File: src/hdl/path_length_and_smoothness_macros.svh
// Assertion macros for the path length and smoothness block.
// Used by pls_ctrl and pls_dpath; expects clk_i and rst_ni in scope.
`ifndef PATH_LENGTH_AND_SMOOTHNESS_MACROS_SVH
`define PATH_LENGTH_AND_SMOOTHNESS_MACROS_SVH

`ifndef ASSERT_OFF
`define PLS_ASSERT(lbl, prop) \
  lbl: assert property (@(posedge clk_i) disable iff (!rst_ni) prop) \
    else $error("pls assertion failed");
`define PLS_ASSERT_NEVER(lbl, expr) \
  lbl: assert property (@(posedge clk_i) disable iff (!rst_ni) !(expr)) \
    else $error("pls assertion failed");
`else
`define PLS_ASSERT(lbl, prop)
`define PLS_ASSERT_NEVER(lbl, expr)
`endif

`endif

File: src/hdl/pls_pkg.sv
// Shared types, constants and tables of the path length and smoothness block.
// No dependencies.
package pls_pkg;

  localparam int ACC_W     = 128;
  localparam int OPW       = 34;
  localparam int SUM_W     = 48;
  localparam int CNT_W     = 32;
  localparam int AVG_W     = 17;
  localparam int SQ_ITERS  = 64;
  localparam int DIV_ITERS = 49;
  localparam int ATAN_N    = 24;
  localparam int NOPND     = 16;

  localparam int MAC_D_FIRST = 0;
  localparam int MAC_D_LAST  = 2;
  localparam int MAC_X_FIRST = 3;
  localparam int MAC_X_LAST  = 11;
  localparam int MAC_N_FIRST = 12;
  localparam int MAC_N_LAST  = 20;

  localparam logic signed [31:0] HALF_TURN = 32'sd268435456;
  localparam logic [SUM_W-1:0]   SUM_MAX   = '1;
  localparam logic [CNT_W-1:0]   CNT_MAX   = '1;
  localparam logic [AVG_W-1:0]   AVG_ONE   = 17'd65536;

  typedef enum logic [3:0] {
    DP_NOP, DP_LOAD, DP_PATH_NEW, DP_MAC, DP_SQ_INIT, DP_SQ_STEP, DP_LEN_ADD,
    DP_ANG_PREP, DP_NORM_STEP, DP_COR_INIT, DP_COR_STEP, DP_TERM_ADD,
    DP_CNT_UPD, DP_DIV_INIT, DP_DIV_STEP, DP_OUT
  } dp_op_e;

  typedef struct packed {
    dp_op_e     op;
    logic [6:0] idx;
  } dp_cmd_t;

  typedef struct packed {
    logic new_path;
    logic cnt_ge2;
    logic cnt_ge3;
    logic ang_zero;
    logic norm_done;
    logic out_busy;
  } dp_stat_t;

  typedef enum logic [3:0] {
    OP_D0, OP_D1, OP_D2, OP_A0, OP_A1, OP_A2, OP_B0, OP_B1, OP_B2,
    OP_H0, OP_H1, OP_H2, OP_L0, OP_L1, OP_L2
  } opnd_e;

  typedef enum logic [1:0] {SH_0, SH_32, SH_62} sh_e;

  typedef enum logic [2:0] {DST_NONE, DST_C0, DST_C1, DST_C2, DST_DOT} dst_e;

  typedef struct packed {
    opnd_e a;
    opnd_e b;
    logic  first;
    logic  sub;
    sh_e   sh;
    dst_e  dst;
  } mop_t;

  // multiply-accumulate program: distance squares, cross/dot, cross norm squares
  function automatic mop_t mac_prog(logic [4:0] idx);
    case (idx)
      5'd0:    mac_prog = '{OP_D0, OP_D0, 1'b1, 1'b0, SH_0,  DST_NONE};
      5'd1:    mac_prog = '{OP_D1, OP_D1, 1'b0, 1'b0, SH_0,  DST_NONE};
      5'd2:    mac_prog = '{OP_D2, OP_D2, 1'b0, 1'b0, SH_0,  DST_NONE};
      5'd3:    mac_prog = '{OP_A1, OP_B2, 1'b1, 1'b0, SH_0,  DST_NONE};
      5'd4:    mac_prog = '{OP_A2, OP_B1, 1'b0, 1'b1, SH_0,  DST_C0};
      5'd5:    mac_prog = '{OP_A2, OP_B0, 1'b1, 1'b0, SH_0,  DST_NONE};
      5'd6:    mac_prog = '{OP_A0, OP_B2, 1'b0, 1'b1, SH_0,  DST_C1};
      5'd7:    mac_prog = '{OP_A0, OP_B1, 1'b1, 1'b0, SH_0,  DST_NONE};
      5'd8:    mac_prog = '{OP_A1, OP_B0, 1'b0, 1'b1, SH_0,  DST_C2};
      5'd9:    mac_prog = '{OP_A0, OP_B0, 1'b1, 1'b0, SH_0,  DST_NONE};
      5'd10:   mac_prog = '{OP_A1, OP_B1, 1'b0, 1'b0, SH_0,  DST_NONE};
      5'd11:   mac_prog = '{OP_A2, OP_B2, 1'b0, 1'b0, SH_0,  DST_DOT};
      5'd12:   mac_prog = '{OP_H0, OP_H0, 1'b1, 1'b0, SH_62, DST_NONE};
      5'd13:   mac_prog = '{OP_H0, OP_L0, 1'b0, 1'b0, SH_32, DST_NONE};
      5'd14:   mac_prog = '{OP_L0, OP_L0, 1'b0, 1'b0, SH_0,  DST_NONE};
      5'd15:   mac_prog = '{OP_H1, OP_H1, 1'b0, 1'b0, SH_62, DST_NONE};
      5'd16:   mac_prog = '{OP_H1, OP_L1, 1'b0, 1'b0, SH_32, DST_NONE};
      5'd17:   mac_prog = '{OP_L1, OP_L1, 1'b0, 1'b0, SH_0,  DST_NONE};
      5'd18:   mac_prog = '{OP_H2, OP_H2, 1'b0, 1'b0, SH_62, DST_NONE};
      5'd19:   mac_prog = '{OP_H2, OP_L2, 1'b0, 1'b0, SH_32, DST_NONE};
      5'd20:   mac_prog = '{OP_L2, OP_L2, 1'b0, 1'b0, SH_0,  DST_NONE};
      default: mac_prog = '{OP_D0, OP_D0, 1'b0, 1'b0, SH_0,  DST_NONE};
    endcase
  endfunction

  // atan(2^-i) in units of pi scaled by 2^28
  function automatic logic [26:0] atan_val(logic [4:0] i);
    case (i)
      5'd0:    atan_val = 27'd67108864;
      5'd1:    atan_val = 27'd39616676;
      5'd2:    atan_val = 27'd20932363;
      5'd3:    atan_val = 27'd10625595;
      5'd4:    atan_val = 27'd5333416;
      5'd5:    atan_val = 27'd2669308;
      5'd6:    atan_val = 27'd1334980;
      5'd7:    atan_val = 27'd667531;
      5'd8:    atan_val = 27'd333770;
      5'd9:    atan_val = 27'd166886;
      5'd10:   atan_val = 27'd83443;
      5'd11:   atan_val = 27'd41722;
      5'd12:   atan_val = 27'd20861;
      5'd13:   atan_val = 27'd10430;
      5'd14:   atan_val = 27'd5215;
      5'd15:   atan_val = 27'd2608;
      5'd16:   atan_val = 27'd1304;
      5'd17:   atan_val = 27'd652;
      5'd18:   atan_val = 27'd326;
      5'd19:   atan_val = 27'd163;
      5'd20:   atan_val = 27'd81;
      5'd21:   atan_val = 27'd41;
      5'd22:   atan_val = 27'd20;
      5'd23:   atan_val = 27'd10;
      default: atan_val = 27'd0;
    endcase
  endfunction

endpackage

File: src/hdl/pls_ctrl.sv
// Sequencer of the path length and smoothness block.
// Depends on pls_pkg and the assertion macro header.
`include "path_length_and_smoothness_macros.svh"

module pls_ctrl #(
  parameter int CORDIC_STEPS = 16
) (
  input  logic              clk_i,
  input  logic              rst_ni,
  input  logic              in_valid_i,
  output logic              in_ready_o,
  input  pls_pkg::dp_stat_t st_i,
  output pls_pkg::dp_cmd_t  cmd_o
);
  import pls_pkg::*;

  localparam int COR_N = (CORDIC_STEPS > ATAN_N) ? ATAN_N : CORDIC_STEPS;

  typedef enum logic [4:0] {
    S_IDLE, S_DECIDE, S_DMAC, S_DDRN, S_DSQI, S_DSQ, S_LEN, S_XMAC, S_XDRN,
    S_NMAC, S_NDRN, S_ASQI, S_ASQ, S_APREP, S_NORM, S_CINIT, S_CORD, S_TERM,
    S_CNT, S_DINIT, S_DIV, S_OUT
  } state_e;

  state_e     state_q, state_d;
  logic [6:0] cnt_q, cnt_d;

  always_comb begin
    state_d    = state_q;
    cnt_d      = cnt_q;
    cmd_o.op   = DP_NOP;
    cmd_o.idx  = cnt_q;
    in_ready_o = 1'b0;
    case (state_q)
      S_IDLE: begin
        in_ready_o = 1'b1;
        if (in_valid_i) begin
          cmd_o.op = DP_LOAD;
          state_d  = S_DECIDE;
        end
      end
      S_DECIDE: begin
        cnt_d = 7'(MAC_D_FIRST);
        if (st_i.new_path) begin
          cmd_o.op = DP_PATH_NEW;
          state_d  = S_OUT;
        end else begin
          state_d = S_DMAC;
        end
      end
      S_DMAC: begin
        cmd_o.op = DP_MAC;
        cnt_d    = cnt_q + 7'd1;
        if (cnt_q == 7'(MAC_D_LAST)) begin
          cnt_d   = '0;
          state_d = S_DDRN;
        end
      end
      S_DDRN: begin
        cnt_d = cnt_q + 7'd1;
        if (cnt_q == 7'd2) begin
          state_d = S_DSQI;
        end
      end
      S_DSQI: begin
        cmd_o.op = DP_SQ_INIT;
        cnt_d    = '0;
        state_d  = S_DSQ;
      end
      S_DSQ: begin
        cmd_o.op = DP_SQ_STEP;
        cnt_d    = cnt_q + 7'd1;
        if (cnt_q == 7'(SQ_ITERS - 1)) begin
          state_d = S_LEN;
        end
      end
      S_LEN: begin
        cmd_o.op = DP_LEN_ADD;
        cnt_d    = 7'(MAC_X_FIRST);
        state_d  = st_i.cnt_ge2 ? S_XMAC : S_CNT;
      end
      S_XMAC: begin
        cmd_o.op = DP_MAC;
        cnt_d    = cnt_q + 7'd1;
        if (cnt_q == 7'(MAC_X_LAST)) begin
          cnt_d   = '0;
          state_d = S_XDRN;
        end
      end
      S_XDRN: begin
        cnt_d = cnt_q + 7'd1;
        if (cnt_q == 7'd2) begin
          cnt_d   = 7'(MAC_N_FIRST);
          state_d = S_NMAC;
        end
      end
      S_NMAC: begin
        cmd_o.op = DP_MAC;
        cnt_d    = cnt_q + 7'd1;
        if (cnt_q == 7'(MAC_N_LAST)) begin
          cnt_d   = '0;
          state_d = S_NDRN;
        end
      end
      S_NDRN: begin
        cnt_d = cnt_q + 7'd1;
        if (cnt_q == 7'd2) begin
          state_d = S_ASQI;
        end
      end
      S_ASQI: begin
        cmd_o.op = DP_SQ_INIT;
        cnt_d    = '0;
        state_d  = S_ASQ;
      end
      S_ASQ: begin
        cmd_o.op = DP_SQ_STEP;
        cnt_d    = cnt_q + 7'd1;
        if (cnt_q == 7'(SQ_ITERS - 1)) begin
          state_d = S_APREP;
        end
      end
      S_APREP: begin
        cmd_o.op = DP_ANG_PREP;
        state_d  = S_NORM;
      end
      S_NORM: begin
        if (st_i.ang_zero) begin
          state_d = S_TERM;
        end else if (st_i.norm_done) begin
          state_d = S_CINIT;
        end else begin
          cmd_o.op = DP_NORM_STEP;
        end
      end
      S_CINIT: begin
        cmd_o.op = DP_COR_INIT;
        cnt_d    = '0;
        state_d  = S_CORD;
      end
      S_CORD: begin
        cmd_o.op = DP_COR_STEP;
        cnt_d    = cnt_q + 7'd1;
        if (cnt_q == 7'(COR_N - 1)) begin
          state_d = S_TERM;
        end
      end
      S_TERM: begin
        cmd_o.op = DP_TERM_ADD;
        state_d  = S_CNT;
      end
      S_CNT: begin
        cmd_o.op = DP_CNT_UPD;
        state_d  = S_DINIT;
      end
      S_DINIT: begin
        cnt_d = '0;
        if (st_i.cnt_ge3) begin
          cmd_o.op = DP_DIV_INIT;
          state_d  = S_DIV;
        end else begin
          state_d = S_OUT;
        end
      end
      S_DIV: begin
        cmd_o.op = DP_DIV_STEP;
        cnt_d    = cnt_q + 7'd1;
        if (cnt_q == 7'(DIV_ITERS - 1)) begin
          state_d = S_OUT;
        end
      end
      S_OUT: begin
        if (!st_i.out_busy) begin
          cmd_o.op = DP_OUT;
          state_d  = S_IDLE;
        end
      end
      default: begin
        state_d = S_IDLE;
      end
    endcase
  end

  always_ff @(posedge clk_i or negedge rst_ni) begin
    if (!rst_ni) begin
      state_q <= S_IDLE;
      cnt_q   <= '0;
    end else begin
      state_q <= state_d;
      cnt_q   <= cnt_d;
    end
  end

  `PLS_ASSERT(a_accept_loads, (in_valid_i && in_ready_o) |-> (cmd_o.op == DP_LOAD))
  `PLS_ASSERT(a_out_to_idle, (state_q == S_OUT && !st_i.out_busy) |=> (state_q == S_IDLE))
  `PLS_ASSERT_NEVER(a_div_overrun, state_q == S_DIV && cnt_q >= 7'(DIV_ITERS))

endmodule

File: config.mk
export PLATFORM = sky130hd
export DESIGN_NAME = pls_ctrl
export DESIGN_NICKNAME = d
export VERILOG_FILES = /design/src/hdl/pls_pkg.sv /design/src/hdl/pls_ctrl.sv
export VERILOG_INCLUDE_DIRS = /design/src /design/src/hdl
export SDC_FILE = /design/constraint.sdc
export NUM_CORES = 1
export LEC_CHECK = 0
export BUFFER_PORTS_ARGS = -buffer_cell sky130_fd_sc_hd__buf_2
export CAP_MARGIN = 20
export CORE_MARGIN = 10
export CORE_UTILIZATION = 40
export CTS_CLUSTER_SIZE = 20
export DETAILED_ROUTE_END_ITERATION = 12
export PLACE_DENSITY = 0.57
export SETUP_SLACK_MARGIN = 0.05
export SYNTH_ARGS = -nofsm -noshare
export SYNTH_HDL_FRONTEND = slang
export SYNTH_SLANG_ARGS = --single-unit
File: constraint.sdc
create_clock -name clk_i -period 4.25 [get_ports clk_i]
set_input_delay 0.6375 -clock clk_i [delete_from_list [all_inputs] [get_ports clk_i]]
set_output_delay 0.6375 -clock clk_i [all_outputs]
set_load 0.005 [all_outputs]
==> flow_metrics.py, run 1 <==
metrics = {
    "cts": {
        "cts_resized": 0,
        "clock_latency_ps": 280,
        "cts_tree": "built",
        "cts_setup_buffers": 0,
        "clock_path_buffers": 2,
        "htreeDepth": 1,
        "postCtsHoldBufs": 0,
        "clk_pin_slew_ps": 80,
        "clock-root-buffer": "clkbuf_4",
        "cts.sinks": 12,
        "numCtsBuffers": 3,
    },
    "synth": {
        "ys_async_sr_fraction": 1.00,
        "synth_ff_type": "dfrtp_1",
        "seq_area_frac_synth": 0.207,
        "yosys.area.top_type": "dfrtp_1",
        "synth_nets": 206,
        "synth.yosys.warnings": 0,
        "synthesis.instances": 194,
        "synth_edf_count": 0,
        "yosys-top-cells-area": "dfrtp_1 21%, o21ai_0 5.5%, a21oi_1 4.8%",
        "ys_types": 59,
        "synth_top_area_frac": 0.207,
        "synth-seq-cells": 12,
        "syn_avg_cell_area_um2": 7.49,
        "syn_area_mm2": 0.00145,
    },
    "timing": {
        "rsz0062_at_grt": "false",
        "setup_viol": 0,
        "slew_headroom": 0.264,
        "finalMaxSlewViolations": 0,
        "final_hold_viol_count": 0,
        "worst_pin_slew_ps": 1100,
        "layout_setup_ws_ps": 1360,
        "post-route-min-period_ps": 2890,
        "setup-tns-final_ps": 0,
        "finClkSkew_ps": 3.99,
        "finalCritPeriodShare": 0.681,
        "fmax_mhz": 346,
    },
    "placement": {
        "pre_cts_ws_ps": 1590,
        "post-dp-hpwl_mm": 2.97,
        "dp.cells": 243,
        "numPortBuffers": 20,
        "gp_congestion": 0.885,
    },
    "die": {
        "start_util": 0.425,
        "rows": 21,
        "core_mm2": 0.00342,
        "die_w_um": 80.3,
        "io_pins": 21,
        "die-area_mm2": 0.00644,
        "die_h_um": 80.3,
    },
    "route": {
        "wl_met3_um": 213,
        "via_count": 1544,
        "drc_errors": 0,
        "post_drt_via_cell_ratio": 6.23,
        "dr.pass1.iters": 4,
        "met1Wirelength_mm": 2.00,
        "drtIter0Drc": 137,
        "drt_wl_total_mm": 4.19,
        "wl_met2_mm": 1.92,
        "avgRoutedWirePerCell_um": 16.9,
        "antenna_left": 0,
        "topRoutingLayerUsed": "met4",
    },
    "layout": {
        "nets": 215,
        "final_cell_mix": "20 x buf_2, 16 x nand2_1, 16 x o21ai_0, 14 x a21oi_1, 13 x nor2_1",
        "layout_commonest_cell": "buf_2",
        "area_delta_synth_final_pct": 9.30,
        "drive_gt1_frac": 0.188,
        "multi_input_area_mm2": 0.00104,
        "fin_cells": 248,
        "diodes": 0,
        "register_area_um2": 300,
        "n_fill_cell": 378,
    },
    "setup_path": {
        "path_class": "reg2out",
        "cp_max_fo": 37,
        "startpoint": "state_q[0]",
        "crit_end": "cmd_o[7]",
        "cp-start-kind": "register",
        "worstReg2RegEnd": "cnt_q[4]",
        "r2r_cells": 5,
        "r2r-start": "state_q[0]",
        "critPathRequiredTime_ps": 3610,
        "crit_arrival_ps": 2250,
        "reg2reg_slack_ps": 1660,
        "cp-end-kind": "output pin",
    },
    "job": {
        "cap_viol_max_count": 0,
    },
    "global_route": {
        "grt_overflow": 0,
        "grt_max_degree": 38,
        "antenna_found_initial": 0,
        "grt_use_total": 0.129,
        "grt_pass1_wl_mm": 6.90,
        "grt_pass1_vias": 1386,
    },
    "worst_hold_path": {
        "hold_class": "in2async",
    },
    "power_and_ir_drop": {
        "power_density_mw_per_mm2": 142,
        "vdd.ir_drop.worst_v": 0.0000901,
        "p_leak_uw": 0.000676,
    },
    "run_status": {
        "status": "finished, final reports clean",
    },
}
## logic make-up (layout without fill, tap and decap cells)
family                   after synthesis  in the layout  share of synthesized area
AO/OA/AOI/OAI                         70             70                      0.332
AND/OR/NAND/NOR                       74             74                      0.284
flip-flops                            12             12                      0.207
multiplexers                           4              4                     0.0301
adder cells (fa/ha/maj)                4              4                     0.0327
XOR/XNOR                               6              6                     0.0362
buffers and inverters                 24             32                     0.0775
## flip-flops by register name (all words and copies together) (netlist names)
signal	count
cnt_q	7
state_q	5
## metrics by stage
step	instance area, um^2	total power (uW)	hold WS [ps]	utilization
6_report	1590	226	225	0.465
5_1_grt	1590	238	228	0.465
4_1_cts	1560	231	225	0.457
3_5_place_dp	1520	135	537	0.446
3_3_place_gp	1520	135	535	0.446
2_1_floorplan	1450	124	342	-
## how the worst min path moves through the flow
stage | from | to | slack (ps) | depth (start not counted)
after floorplan | rst_ni | cnt_q[0] | 340 | 0
after global placement | rst_ni | cnt_q[4] | 530 | 1
after detailed placement | rst_ni | cnt_q[4] | 540 | 1
after CTS | rst_ni | cnt_q[6] | 230 | 1
after global routing | rst_ni | cnt_q[6] | 230 | 1
final | rst_ni | cnt_q[6] | 220 | 1
## power breakdown
part           internal, uW  switching [uW]  total [uW]
sequential              114               0         114
combinational          8.61            9.91        18.5
clock                  52.1            41.4        93.5
total                   175            51.3         226
## synthesized netlist by cell type (2+ instances only)
cell	number
o22ai_1	2
or3b_2	2
nand3_1	7
xor2_1	4
nor3_1	6
buf_2	12
a2111oi_0	2
nor2_1	13
and3_1	2
nand3b_1	3
o211ai_1	2
nand4_1	3
buf_1	3
nor3b_1	3
dfrtp_1	12
a221o_1	2
and2_1	3
a211oi_1	5
a2bb2oi_1	4
a21o_1	4
inv_1	7
ha_1	3
o211a_1	2
a211o_1	2
o21ai_0	16
nand2_1	16
nor2b_1	4
a21oi_1	14
xnor2_1	2
mux2_2	3
o21a_1	2
a22oi_1	2
## routing by layer
metal,track usage,vias up
li1,-,755
met2,0.196,45
met4,0.0335,0
met5,0,-
met1,0.178,738
met3,0.0278,6
## worst max-delay path, stage by stage (launching register included)
cell,delay [ps]
dfrtp_1,1080
nor2_1,200
o21ai_0,140
nor2_1,50
a211oi_1,210
o21ai_0,110
buf_2,170
## area by class of cell
cell class | count | share of cell area
repair buffers | 21 | 0.0804
multi-input cells | 158 | 0.655
flip-flops and latches | 12 | 0.189
well taps | 46 | 0.0362
inverters | 7 | 0.0165
clock buffers | 4 | 0.0229
(Power assumes the default switching activity.)
==> run 2, diff against run 1 <==
==> constraint.sdc (replaced) <==
create_clock -name clk_i -period 2.8 [get_ports clk_i]
set_input_delay 0.42 -clock clk_i [delete_from_list [all_inputs] [get_ports clk_i]]
set_output_delay 0.42 -clock clk_i [all_outputs]
set_load 0.005 [all_outputs]
==> flow_metrics.py, run 2 (synthesized netlist as in run 1, its figures left out) <==
metrics = {
    "run_status": {
        "status": "finished, final reports clean",
    },
    "power_and_ir_drop": {
        "power_density_mw_per_mm2": 216,
        "vdd.ir_drop.worst_v": 0.000114,
        "p_leak_uw": 0.000693,
    },
    "layout": {
        "reg.largest.list": "cnt_q: 7 flops, state_q: 5 flops",
        "nets": 220,
        "drive_gt1_frac": 0.208,
        "fin_cells": 253,
        "diodes": 0,
        "top_register": "cnt_q",
        "final_cell_mix": "20 x buf_2, 16 x nand2_1, 16 x o21ai_0, 14 x a21oi_1, 13 x nor2_1",
        "layout_commonest_cell": "buf_2",
        "area_delta_synth_final_pct": 10.5,
        "final_core_util": 0.470,
        "largest_reg_flops": 7,
    },
    "setup_path": {
        "crit_arrival_ps": 2120,
        "cp-end-kind": "output pin",
        "cp-start-kind": "register",
        "path_class": "reg2out",
        "worstReg2RegEnd": "cnt_q[4]",
        "critPathRequiredTime_ps": 2380,
        "cp_max_fo": 19,
        "reg2reg_slack_ps": 540,
        "r2r_cells": 5,
        "r2r-start": "state_q[2]",
    },
    "route": {
        "dr.pass1.iters": 5,
        "via_count": 1563,
        "drtIter0Drc": 145,
        "post_drt_via_cell_ratio": 6.18,
        "drc_errors": 0,
        "avgRoutedWirePerCell_um": 16.7,
        "antenna_left": 0,
        "drt_wl_total_mm": 4.23,
    },
    "cts": {
        "postCtsHoldBufs": 0,
        "clk_pin_slew_ps": 90,
        "cts_tree": "built",
        "clock_latency_ps": 280,
        "clock-root-buffer": "clkbuf_4",
        "cts.sinks": 12,
        "cts_setup_buffers": 0,
        "clock_path_buffers": 2,
        "htreeDepth": 1,
        "numCtsBuffers": 3,
        "cts_resized": 0,
    },
    "global_route": {
        "grt_overflow": 0,
        "antenna_found_initial": 0,
        "grt_use_total": 0.130,
        "grt_pass1_wl_mm": 7.02,
        "grt_pass1_vias": 1430,
        "grt_max_degree": 23,
    },
    "placement": {
        "dp.cells": 249,
        "gp_congestion": 0.920,
        "post-dp-hpwl_mm": 3.14,
        "numPortBuffers": 20,
    },
    "die": {
        "core_mm2": 0.00342,
        "start_util": 0.425,
        "die_h_um": 80.3,
        "die_w_um": 80.3,
        "rows": 21,
        "io_pins": 21,
        "die-area_mm2": 0.00644,
    },
    "timing": {
        "slew_headroom": 0.544,
        "finalCritPeriodShare": 0.906,
        "final_hold_viol_count": 0,
        "worst_pin_slew_ps": 684,
        "post-route-min-period_ps": 2540,
        "setup-tns-final_ps": 0,
        "finClkSkew_ps": 5.76,
        "finalHoldWorstSlack_ps": 6.67,
        "finalMaxSlewViolations": 0,
        "setup_viol": 0,
        "fmax_mhz": 394,
        "rsz0062_at_grt": "false",
    },
    "worst_hold_path": {
        "hold_class": "in2async",
    },
    "job": {
        "cap_viol_max_count": 0,
    },
}
[run 2: stage by stage]
stage | total power [uW] | worst slack, ps | instance area, um^2
4_1_cts | 352 | 258 | 1610
3_5_place_dp | 206 | 576 | 1570
3_3_place_gp | 205 | 626 | 1570
6_report | 347 | 265 | 1610
5_1_grt | 365 | 91.6 | 1610
2_1_floorplan | 189 | 790 | 1450
[run 2: layout make-up]
class / count / area [um^2]
Tap cell: 46 / 57.6
Timing Repair Buffer: 26 / 145
Inverter: 7 / 26.3
Multi-Input combinational cell: 158 / 1040
Fill cell: 352 / 1810
Sequential cell: 12 / 300
Clock buffer: 4 / 36.3
[run 2: layer usage]
layer	routed length [um]	GRT usage
met5	0	0
met4	6	0.0194
met3	300	0.0245
met2	2030	0.218
met1	1890	0.172
[run 2: where the power goes]
group | total [uW] | switching [uW] | internal [uW]
sequential | 173 | 0 | 173
combinational | 28.4 | 15.3 | 13.1
clock | 146 | 66.5 | 79.1
[run 2: worst max path at each step]
stage	start	to	slack [ps]	depth (start not counted)
3_3_place_gp	state_q[1]	cnt_q[4]	630	5
2_1_floorplan	state_q[2]	cmd_o[9]	790	7
4_1_cts	state_q[2]	cmd_o[9]	260	6
5_1_grt	state_q[3]	cmd_o[9]	90	7
6_report	state_q[3]	cmd_o[9]	260	7
3_5_place_dp	state_q[2]	cmd_o[9]	580	6
[run 2: critical path: stages, from the launching register on]
cell	delay (ps)
dfrtp_1	590
buf_4	270
nor2_1	170
inv_1	70
maj3_1	350
o21ai_0	160
a31o_2	120
buf_2	100
